[config.mk]
export PLATFORM = sky130hd
export DESIGN_NAME = yuv_lane_weighted_merge
export DESIGN_NICKNAME = d
export VERILOG_FILES = /design/src/rtl/core/ylwm_pkg.sv /design/src/rtl/core/ylwm_lane.sv /design/src/rtl/core/ylwm_merge.sv /design/src/rtl/core/yuv_lane_weighted_merge.sv
export SDC_FILE = /design/constraint.sdc
export NUM_CORES = 2
export LEC_CHECK = 0
export BUFFER_PORTS_ARGS = -buffer_cell sky130_fd_sc_hd__buf_2
export CORE_MARGIN = 10
export CORE_UTILIZATION = 25
export CTS_CLUSTER_DIAMETER = 60
export DETAILED_ROUTE_END_ITERATION = 10
export SYNTH_ARGS = -nofsm -noshare
export SYNTH_HDL_FRONTEND = slang
export SYNTH_SLANG_ARGS = --single-unit
[constraint.sdc]
create_clock -name clk_i -period 14.8 [get_ports clk_i]
set_clock_uncertainty 0.05 [all_clocks]
set_input_delay 0.74 -clock clk_i [delete_from_list [all_inputs] [get_ports clk_i]]
set_output_delay 0.74 -clock clk_i [all_outputs]
set_load 0.02 [all_outputs]
[src/rtl/core/ylwm_pkg.sv]
// Package for the weighted lane merge: widths, register and mode codes,
// lane result type. Depends on nothing.
`default_nettype none

package ylwm_pkg;

  localparam int unsigned LaneW   = 8;
  localparam int unsigned NumLanes = 4;
  localparam int unsigned WordW   = LaneW * NumLanes;
  localparam int unsigned WeightW = 17;
  localparam int unsigned ProdW   = LaneW + WeightW;
  localparam int unsigned SumW    = ProdW + 1;
  localparam int unsigned CfgIdxW = 2;
  localparam int unsigned ModeW   = 2;

  localparam int unsigned PackedShift = 15;
  localparam int unsigned PlanarShift = 16;
  localparam logic [SumW-1:0] PackedRound = SumW'(16384);

  typedef enum logic [CfgIdxW-1:0] {
    REG_MODE         = 2'd0,
    REG_BLEND_WEIGHT = 2'd1,
    REG_BASE_WEIGHT  = 2'd2
  } reg_idx_e;

  typedef enum logic [ModeW-1:0] {
    MODE_LUMA   = 2'd0,
    MODE_CHROMA = 2'd1,
    MODE_PLANAR = 2'd2
  } mode_e;

  // What one lane hands to the merge stage.
  typedef struct packed {
    logic [LaneW-1:0] packed_byte;
    logic [LaneW-1:0] planar_byte;
    logic [LaneW-1:0] base_byte;
  } lane_res_t;

endpackage

`default_nettype wire

[src/rtl/core/ylwm_lane.sv]
// One byte lane: registered weight products, then rounded and truncated
// blend results. Depends on ylwm_pkg.
`default_nettype none

module ylwm_lane (
  input  wire logic                           clk_i,
  input  wire logic                           en_i,
  input  wire logic [ylwm_pkg::LaneW-1:0]     base_byte_i,
  input  wire logic [ylwm_pkg::LaneW-1:0]     blend_byte_i,
  input  wire logic [ylwm_pkg::WeightW-1:0]   blend_weight_i,
  input  wire logic [ylwm_pkg::WeightW-1:0]   base_weight_i,
  output ylwm_pkg::lane_res_t                 res_o
);

  logic [ylwm_pkg::ProdW-1:0] blend_prod_q, blend_prod_d;
  logic [ylwm_pkg::ProdW-1:0] base_prod_q, base_prod_d;
  logic [ylwm_pkg::LaneW-1:0] base_byte_q;
  logic [ylwm_pkg::SumW-1:0]  sum;
  logic [ylwm_pkg::SumW-1:0]  sum_rnd;

  // Form both products
  assign blend_prod_d = ylwm_pkg::ProdW'(blend_byte_i) * ylwm_pkg::ProdW'(blend_weight_i);
  assign base_prod_d  = ylwm_pkg::ProdW'(base_byte_i) * ylwm_pkg::ProdW'(base_weight_i);

  // Hold products while the stage is stalled
  always_ff @(posedge clk_i) begin
    if (en_i) begin
      blend_prod_q <= blend_prod_d;
      base_prod_q  <= base_prod_d;
      base_byte_q  <= base_byte_i;
    end
  end

  // Add, round the packed sum, and take the low eight bits of each scaled result
  assign sum     = ylwm_pkg::SumW'(blend_prod_q) + ylwm_pkg::SumW'(base_prod_q);
  assign sum_rnd = sum + ylwm_pkg::PackedRound;

  assign res_o.packed_byte = sum_rnd[ylwm_pkg::PackedShift +: ylwm_pkg::LaneW];
  assign res_o.planar_byte = sum[ylwm_pkg::PlanarShift +: ylwm_pkg::LaneW];
  assign res_o.base_byte   = base_byte_q;

endmodule

`default_nettype wire

[src/rtl/core/ylwm_merge.sv]
// Merge stage: picks each lane's byte by mode and holds the result word in
// the output register. Depends on ylwm_pkg.
`default_nettype none

module ylwm_merge (
  input  wire logic                               clk_i,
  input  wire logic                               rst_ni,
  input  wire logic                               valid_i,
  output      logic                               ready_o,
  input  wire logic [ylwm_pkg::ModeW-1:0]         mode_i,
  input  ylwm_pkg::lane_res_t [ylwm_pkg::NumLanes-1:0] lanes_i,
  output      logic                               valid_o,
  input  wire logic                               ready_i,
  output      logic [ylwm_pkg::WordW-1:0]         word_o
);

  logic                         valid_q;
  logic [ylwm_pkg::WordW-1:0]   word_q, word_d;

  assign ready_o = !valid_q || ready_i;

  // Select blended or kept byte per lane
  always_comb begin
    word_d = '0;
    for (int l = 0; l < ylwm_pkg::NumLanes; l++) begin
      unique case (mode_i)
        ylwm_pkg::MODE_LUMA:
          word_d[l*ylwm_pkg::LaneW +: ylwm_pkg::LaneW] =
            (l % 2 == 0) ? lanes_i[l].packed_byte : lanes_i[l].base_byte;
        ylwm_pkg::MODE_CHROMA:
          word_d[l*ylwm_pkg::LaneW +: ylwm_pkg::LaneW] =
            (l % 2 == 1) ? lanes_i[l].packed_byte : lanes_i[l].base_byte;
        ylwm_pkg::MODE_PLANAR:
          word_d[l*ylwm_pkg::LaneW +: ylwm_pkg::LaneW] = lanes_i[l].planar_byte;
        default:
          word_d[l*ylwm_pkg::LaneW +: ylwm_pkg::LaneW] = lanes_i[l].base_byte;
      endcase
    end
  end

  // Output valid: load on advance, drop once the transfer completes
  always_ff @(posedge clk_i or negedge rst_ni) begin
    if (!rst_ni) begin
      valid_q <= 1'b0;
    end else if (ready_o) begin
      valid_q <= valid_i;
    end
  end

  always_ff @(posedge clk_i) begin
    if (ready_o && valid_i) begin
      word_q <= word_d;
    end
  end

  assign valid_o = valid_q;
  assign word_o  = word_q;

endmodule

`default_nettype wire

[src/rtl/core/yuv_lane_weighted_merge.sv]
// Top level of the weighted byte-lane merge: config registers, four lanes,
// product stage control and the merge stage. Depends on ylwm_pkg, ylwm_lane,
// ylwm_merge.
//
//   channel   dir  handshake                 payload
//   s_axis    in   s_axis_tvalid/tready      tdata[31:0] base, [63:32] blend
//   m_axis    out  m_axis_tvalid/tready      tdata[31:0] merged
//   cfg       in   cfg_we_i                  cfg_addr_i, cfg_wdata_i
//
// One word per clock sustained while the output is not stalled; a word passes the
// product register in each lane, then the output register after the merge.
// Each stage advances when the stage after it is empty or moving, so a word is
// still taken while a finished one waits at the output if the product stage is empty.
// Reset clears the valid bits and sets mode 0, blend weight 32768, base weight 0.
`default_nettype none

module yuv_lane_weighted_merge (
  input  wire logic                                clk_i,
  input  wire logic                                rst_ni,
  input  wire logic                                s_axis_tvalid,
  output      logic                                s_axis_tready,
  input  wire logic [2*ylwm_pkg::WordW-1:0]        s_axis_tdata,  // base_word, blend_word
  output      logic                                m_axis_tvalid,
  input  wire logic                                m_axis_tready,
  output      logic [ylwm_pkg::WordW-1:0]          m_axis_tdata,  // merged_word
  input  wire logic                                cfg_we_i,
  input  wire logic [ylwm_pkg::CfgIdxW-1:0]        cfg_addr_i,
  input  wire logic [ylwm_pkg::WeightW-1:0]        cfg_wdata_i
);

  logic [ylwm_pkg::ModeW-1:0]   mode_q;
  logic [ylwm_pkg::WeightW-1:0] blend_weight_q;
  logic [ylwm_pkg::WeightW-1:0] base_weight_q;

  logic                         prod_valid_q;
  logic [ylwm_pkg::ModeW-1:0]   prod_mode_q;
  logic                         prod_en;
  logic                         merge_ready;

  logic [ylwm_pkg::WordW-1:0]   base_word;
  logic [ylwm_pkg::WordW-1:0]   blend_word;

  ylwm_pkg::lane_res_t [ylwm_pkg::NumLanes-1:0] lane_res;

  assign base_word  = s_axis_tdata[ylwm_pkg::WordW-1:0];
  assign blend_word = s_axis_tdata[2*ylwm_pkg::WordW-1:ylwm_pkg::WordW];

  // Config registers, to be written only while idle; the user keeps to this, the block does not enforce it
  always_ff @(posedge clk_i or negedge rst_ni) begin
    if (!rst_ni) begin
      mode_q         <= ylwm_pkg::MODE_LUMA;
      blend_weight_q <= ylwm_pkg::WeightW'(32768);
      base_weight_q  <= '0;
    end else if (cfg_we_i) begin
      unique case (cfg_addr_i)
        ylwm_pkg::REG_MODE:         mode_q         <= cfg_wdata_i[ylwm_pkg::ModeW-1:0];
        ylwm_pkg::REG_BLEND_WEIGHT: blend_weight_q <= cfg_wdata_i;
        ylwm_pkg::REG_BASE_WEIGHT:  base_weight_q  <= cfg_wdata_i;
        default: ;
      endcase
    end
  end

  // Product stage advances when it is empty or the merge stage can take its word
  assign prod_en       = !prod_valid_q || merge_ready;
  assign s_axis_tready = prod_en;

  always_ff @(posedge clk_i or negedge rst_ni) begin
    if (!rst_ni) begin
      prod_valid_q <= 1'b0;
    end else if (prod_en) begin
      prod_valid_q <= s_axis_tvalid;
    end
  end

  always_ff @(posedge clk_i) begin
    if (prod_en && s_axis_tvalid) begin
      prod_mode_q <= mode_q;
    end
  end

  // Four lanes side by side
  for (genvar l = 0; l < ylwm_pkg::NumLanes; l++) begin : g_lane
    ylwm_lane u_lane (
      .clk_i          (clk_i),
      .en_i           (prod_en && s_axis_tvalid),
      .base_byte_i    (base_word[l*ylwm_pkg::LaneW +: ylwm_pkg::LaneW]),
      .blend_byte_i   (blend_word[l*ylwm_pkg::LaneW +: ylwm_pkg::LaneW]),
      .blend_weight_i (blend_weight_q),
      .base_weight_i  (base_weight_q),
      .res_o          (lane_res[l])
    );
  end

  ylwm_merge u_merge (
    .clk_i   (clk_i),
    .rst_ni  (rst_ni),
    .valid_i (prod_valid_q),
    .ready_o (merge_ready),
    .mode_i  (prod_mode_q),
    .lanes_i (lane_res),
    .valid_o (m_axis_tvalid),
    .ready_i (m_axis_tready),
    .word_o  (m_axis_tdata)
  );

endmodule

`default_nettype wire

# After elaboration in Yosys (flattened, before gate mapping)
# Cells that the tools add are included.
[op_classes]
reduce_logical = 11
n_eq_ne = 4
n_mux = 4
n_bitwise = 0
shifts = 0
addsub = 8
mul = 8
div_mod_pow = 0
n_lt_le_gt_ge = 0
[ops]
columns = ["cell", "count"]
rows = [
  ["8-bit by 17-bit multiplier with 24-bit output", 8],
  ["24-bit adder", 4],
  ["23-bit by 15-bit adder with 23-bit output, second input constant", 4],
  ["8-bit case mux with 2 select lines", 4],
  ["2-bit AND reduction", 3],
  ["2-bit by 1-bit equality test with 1-bit output, second input constant", 2],
  ["2-bit equality test, second input constant", 2],
  ["2-bit logical NOT", 2],
  ["1-bit logical AND", 2],
  ["1-bit logical NOT", 2],
  ["1-bit logical OR", 2],
]
[word_totals]
mem_bits_ro = 0
latch_bits = 0
n_memories = 0
input_bits = 88
ram_bits = 0
word_cells = 54
reg_bits = 296
output_inout_bits = 34

# Longest topological paths before layout
[depth]
depth_word = 4
depth_mapped = 22
mapped_depth_nobuf = 21

# Cells and area by module
# A second synthesis with hierarchy kept.
[hier_totals]
cells_unflattened = 4717
hier_area_um2 = 46968.8
[by_module_without_submodules]
columns = ["mod", "n_inst", "area_per_inst_um2", "cells_per_inst", "seq_area_each_um2"]
rows = [
  ["ylwm_lane (g_lane[3].u_lane)", 1, 10979.3, 1122, 1681.6],
  ["ylwm_lane (g_lane[0].u_lane)", 1, 10956.8, 1136, 1681.6],
  ["ylwm_lane (g_lane[1].u_lane)", 1, 10904.2, 1115, 1681.6],
  ["ylwm_lane (g_lane[2].u_lane)", 1, 10892.9, 1127, 1681.6],
  ["ylwm_merge", 1, 1679.1, 134, 985.9],
  ["yuv_lane_weighted_merge", 1, 1556.5, 83, 987.2],
]

# Worst setup path after synthesis
# OpenSTA, ideal clock, no wires.
[synth_timing]
path_kind = "in2reg"
from = "input port m_axis_tready"
to = "register g_lane[0].u_lane.base_byte_q[0] (netlist name) (enable)"
path_buffers = 0
arrival_time_ns = 6.178
cell_stages = 2
path_slack_ns = 7.958
required_ns = 14.136
cell_sequence = "nand3b_1 -> and2_1"
[synth_via]
elab_chain_len = 3
[synth_rtl]
columns = ["element", "line_no", "text"]
rows = [
  ["start: declaration", "yuv_lane_weighted_merge.sv:24", "input wire logic m_axis_tready,"],
  ["1-bit logical OR", "ylwm_merge.sv:20", "assign ready_o = !valid_q || ready_i;"],
  ["1-bit logical OR", "yuv_lane_weighted_merge.sv:65", "assign prod_en = !prod_valid_q || merge_ready;"],
  ["1-bit logical AND", "yuv_lane_weighted_merge.sv:86", ".en_i (prod_en && s_axis_tvalid),"],
  ["net g_lane[0].u_lane.en_i", "ylwm_lane.sv:7", "input wire logic en_i,"],
  ["end signal: assignment", "ylwm_lane.sv:30", "base_byte_q <= base_byte_i;"],
  ["end: declaration", "ylwm_lane.sv:17", "logic [ylwm_pkg::LaneW-1:0] base_byte_q;"],
]
# The timed path passes the listed nets, and every way through them passes these cells.
# A chain may end at the register's enable or synchronous reset.

# Worst setup path in the final report
[layout_timing]
from = "register base_weight_q[1] (netlist name)"
to = "register g_lane[2].u_lane.base_prod_q[23] (netlist name), data pin"
[layout_via]
elab_chain_len = 1
[layout_rtl]
columns = ["element", "line_no", "text"]
rows = [
  ["start: declaration", "yuv_lane_weighted_merge.sv:33", "logic [ylwm_pkg::WeightW-1:0] base_weight_q;"],
  ["start signal: assignment", "yuv_lane_weighted_merge.sv:58", "ylwm_pkg::REG_BASE_WEIGHT: base_weight_q <= cfg_wdata_i;"],
  ["8-bit by 17-bit multiplier with 24-bit output", "ylwm_lane.sv:23", "assign base_prod_d = ylwm_pkg::ProdW'(base_byte_i) * ylwm_pkg::ProdW'(base_weight_i);"],
  ["net g_lane[2].u_lane.base_prod_d (one bit)", "ylwm_lane.sv:16", "logic [ylwm_pkg::ProdW-1:0] base_prod_q, base_prod_d;"],
  ["end signal: assignment", "ylwm_lane.sv:29", "base_prod_q <= base_prod_d;"],
  ["end: declaration", "ylwm_lane.sv:16", ""],
]
# The timed path passes the listed nets, and every way through them passes these cells.

==> flow_summary.toml <==
[worst_setup_path]
critPathLaunchType = "flip-flop"
critPathArrivalTime_ns = 6.25
critPathTopFamily = "adder cells"
slowest_delay_ns = 0.79
crit_buf_inv = 4
cpMostUsedCell = "fa_1"
cpMaxStageDelayCell = "dfrtp_1"
required_ns = 15.09
endpoint_kind = "flip-flop"
worstRegToRegCells = 19
timing.rr.start = "base_weight_q[1]$_DFFE_PN0P_"
cp_max_fo = 18
r2r_end = "g_lane[2].u_lane.base_prod_q[23]$_DFFE_PP_"
path_cells = "buf_4, nand2_1, fa_1, fa_1, inv_1, fa_1, inv_1, fa_1, inv_1, ha_1, a21boi_1, o21ai_2, a211oi_1, o31ai_1, o21ai_1, o41ai_1, o21bai_1, a21oi_1, xnor2_1"
r2r_setup_slack_ns = 8.84
critPathKind = "reg -> reg"

[detailed_routing]
drcViolationCount = 0
first_iter_violations = 1381
ant_nets = 0
avgRoutedWirePerCell_microns = 16.9
drt-total-wl_microns = 122000
vias_per_cell = 4.43
first_pass_iters = 5
dr_total_vias = 32000

[global_route]
globalRouteOverflowTotal = 0
antenna_found_initial = 44
grt_max_degree = 81
grt_pass1_vias = 35000
track_usage_pct = 12.0
grt_pass1_wl_microns = 195000

[sta]
slew_violations = 0
slew-limit-headroom_pct = 30.2
rsz0062_at_grt = "no"
period_needed_ns = 5.96
setup_viol = 0
fmax_ghz = 0.168
hold_viol_final = 0
period_share_pct = 40.3
setup_tns_ns = 0
tightest_slew_ns = 1.05

[logic_synthesis]
yosys_warnings = 0
synth_flop_cell = "edfxtp_1"
syn_area_sq_um = 46100
synth_cells = 4700
yosysUniqueCellTypes = 74
ys_async_sr_fraction_pct = 12.8
syn-num-nets = 5939
synth_seq_area_share_pct = 18.9
synth_edf_count = 258
ys_seq_elements = 296
avgSynthCellArea_sq_um = 9.82

[floorplan]
die_w_microns = 450
num_rows = 157
chipHeight_microns = 450
fp.coreArea_sq_um = 183000
ios = 122
initial_core_util_pct = 25.2
dieArea_sq_um = 202000

[clock_network]
cts_setup_buffers = 0
cts_root_buf = "clkbuf_16"
hold_buffers = 0
cts_buffers = 42
cts_tree = "built"
clk_pin_slew_worst_paths_ns = 0.06
ctsResizeCount = 0
clockBufferDepth = 3
clkSinkCount = 296
cts_htree_levels = 2
clk_latency_ns = 0.61

[layout]
drive_above_1_share_pct = 6.46
fin_nets = 5962
fillers = 19100
area_growth_pct = 10.3

[placed_design]
place_congestion = 0.816
place_hpwl_microns = 96600
port_buffers = 121

[run]
cap_violations = 0

[hold_path]
hold_class = "in -> async"

[outcome]
status = "finished clean"
through the flow:
stage	utilization [%]	instances	setup WS, ns	hold slack, ns	cell area, sq um
finish	27.8	7222	8.84	0.223	50900
global route	27.8	7220	8.47	0.269	50900
CTS	27.8	7219	8.83	0.226	50900
detailed placement	27.0	7143	8.84	0.385	49400
global placement	27.0	7143	8.89	0.385	49400
floorplan	-	4700	7.96	0.371	46100
worst register-to-register path, stage by stage (launching register included):
cell,delay [ns]
dfrtp_1,0.79
buf_4,0.36
nand2_1,0.12
fa_1,0.49
fa_1,0.49
inv_1,0.05
fa_1,0.47
inv_1,0.05
fa_1,0.47
inv_1,0.04
ha_1,0.29
a21boi_1,0.16
o21ai_2,0.19
a211oi_1,0.14
o31ai_1,0.51
o21ai_1,0.18
o41ai_1,0.49
o21bai_1,0.11
a21oi_1,0.19
xnor2_1,0.08
final cells by class:
cell class                      instances  area (sq um)  area share [%]
Antenna cell                            3          7.51          0.0147
Clock buffer                           45          1060            2.09
Clock inverter                         31           388           0.762
Inverter                              807          3030            5.95
Multi-Input combinational cell       3416         33700            66.3
Sequential cell                       296          8700            17.1
Tap cell                             2464          3080            6.06
Timing Repair Buffer                  160           898            1.76
worst max-delay path by stage:
| stage | start | end | slack [ns] | cells past startpoint |
|---|---|---|---|---|
| after floorplan | m_axis_tready | g_lane[0].u_lane.base_byte_q[0]$_DFFE_PP_ | 7.96 | 2 |
| after global placement | s_axis_tdata[18] | g_lane[2].u_lane.base_prod_q[23]$_DFFE_PP_ | 8.89 | 19 |
| after detailed placement | s_axis_tdata[18] | g_lane[2].u_lane.base_prod_q[23]$_DFFE_PP_ | 8.84 | 19 |
| after CTS | base_weight_q[1]$_DFFE_PN0P_ | g_lane[2].u_lane.base_prod_q[23]$_DFFE_PP_ | 8.83 | 19 |
| after global routing | base_weight_q[1]$_DFFE_PN0P_ | g_lane[2].u_lane.base_prod_q[23]$_DFFE_PP_ | 8.47 | 19 |
| final | base_weight_q[1]$_DFFE_PN0P_ | g_lane[2].u_lane.base_prod_q[23]$_DFFE_PP_ | 8.84 | 19 |
cells by family (layout without fill, tap and decap cells):
group | after synthesis | after routing | synth area share (%)
xor gates and xnor gates | 236 | 236 | 4.48
other | 0 | 3 | 0
AOI/OAI and AO/OA | 440 | 440 | 6.55
and+or+nand+nor | 1553 | 1553 | 18.4
DFF | 296 | 296 | 18.9
muxes | 36 | 36 | 0.879
adders and majority gates | 1151 | 1151 | 42.8
buffers and inverters | 988 | 1043 | 8.04
Yosys cell counts, types with 5 or more instances:
cell type  count  area share [%]
and2_1       865              12
inv_1        807             6.6
fa_1         712              31
ha_1         439              12
nand2_1      310             2.5
edfxtp_1     258              17
xnor2_1      189             3.6
clkbuf_1     178             1.4
nor2_1       137             1.1
a21oi_1      123             1.3
o21ai_0       69            0.75
nor3_1        62            0.67
nand3_1       48            0.52
xor2_1        47            0.89
a21o_1        45            0.73
dfrtp_1       37             2.0
mux2_2        36            0.88
nor2b_1       27            0.37
o21a_1        26            0.42
a22oi_1       25            0.41
nand2b_1      21            0.28
or3_1         20            0.27
nand4_1       17            0.23
o21bai_1      15            0.24
and3_1        14            0.19
a211oi_1      13            0.21
o211ai_1      11            0.18
a211o_1       10            0.19
a31oi_1       10            0.14
a21boi_0       9            0.15
o21ai_1        9           0.098
nand3b_1       8            0.13
o2111ai_1      7            0.13
a311oi_1       6            0.11
a31o_2         6            0.11
or2_2          6           0.081
a211oi_2       5            0.14
o31ai_1        5           0.081
metal layers:
metal,part of all wire (%),track usage (%),vias to the layer above
li1,-,-,14800
met1,40,14.1,16400
met2,53,22.9,604
met3,3.6,1.23,205
met4,3.3,3.55,0
met5,0,0,-
sequential cells by signal, summed over array words and instances, names as in the netlist:
name / count
g_lane.u_lane.base_prod_q: 96
g_lane.u_lane.blend_prod_q: 96
g_lane.u_lane.base_byte_q: 32
u_merge.word_o: 32
base_weight_q: 17
blend_weight_q: 17
mode_q: 2
prod_mode_q: 2
prod_valid_q: 1
u_merge.valid_o: 1
layout by cell type, fill, tap and decap left out, types with 45 or more instances in the layout:
cell type	netlist	routed
inv_1	807	807
a21o_1	45	45
nand2_1	310	310
nor2_1	137	137
nand3_1	48	48
edfxtp_1	258	258
buf_2	0	121
o21ai_0	69	69
nor3_1	62	62
and2_1	865	863
ha_1	439	439
xor2_1	47	47
xnor2_1	189	189
fa_1	712	712
a21oi_1	123	123
Power is not shown: default switching activity piles up to over one toggle a cycle in this logic, so the estimate is an artifact.
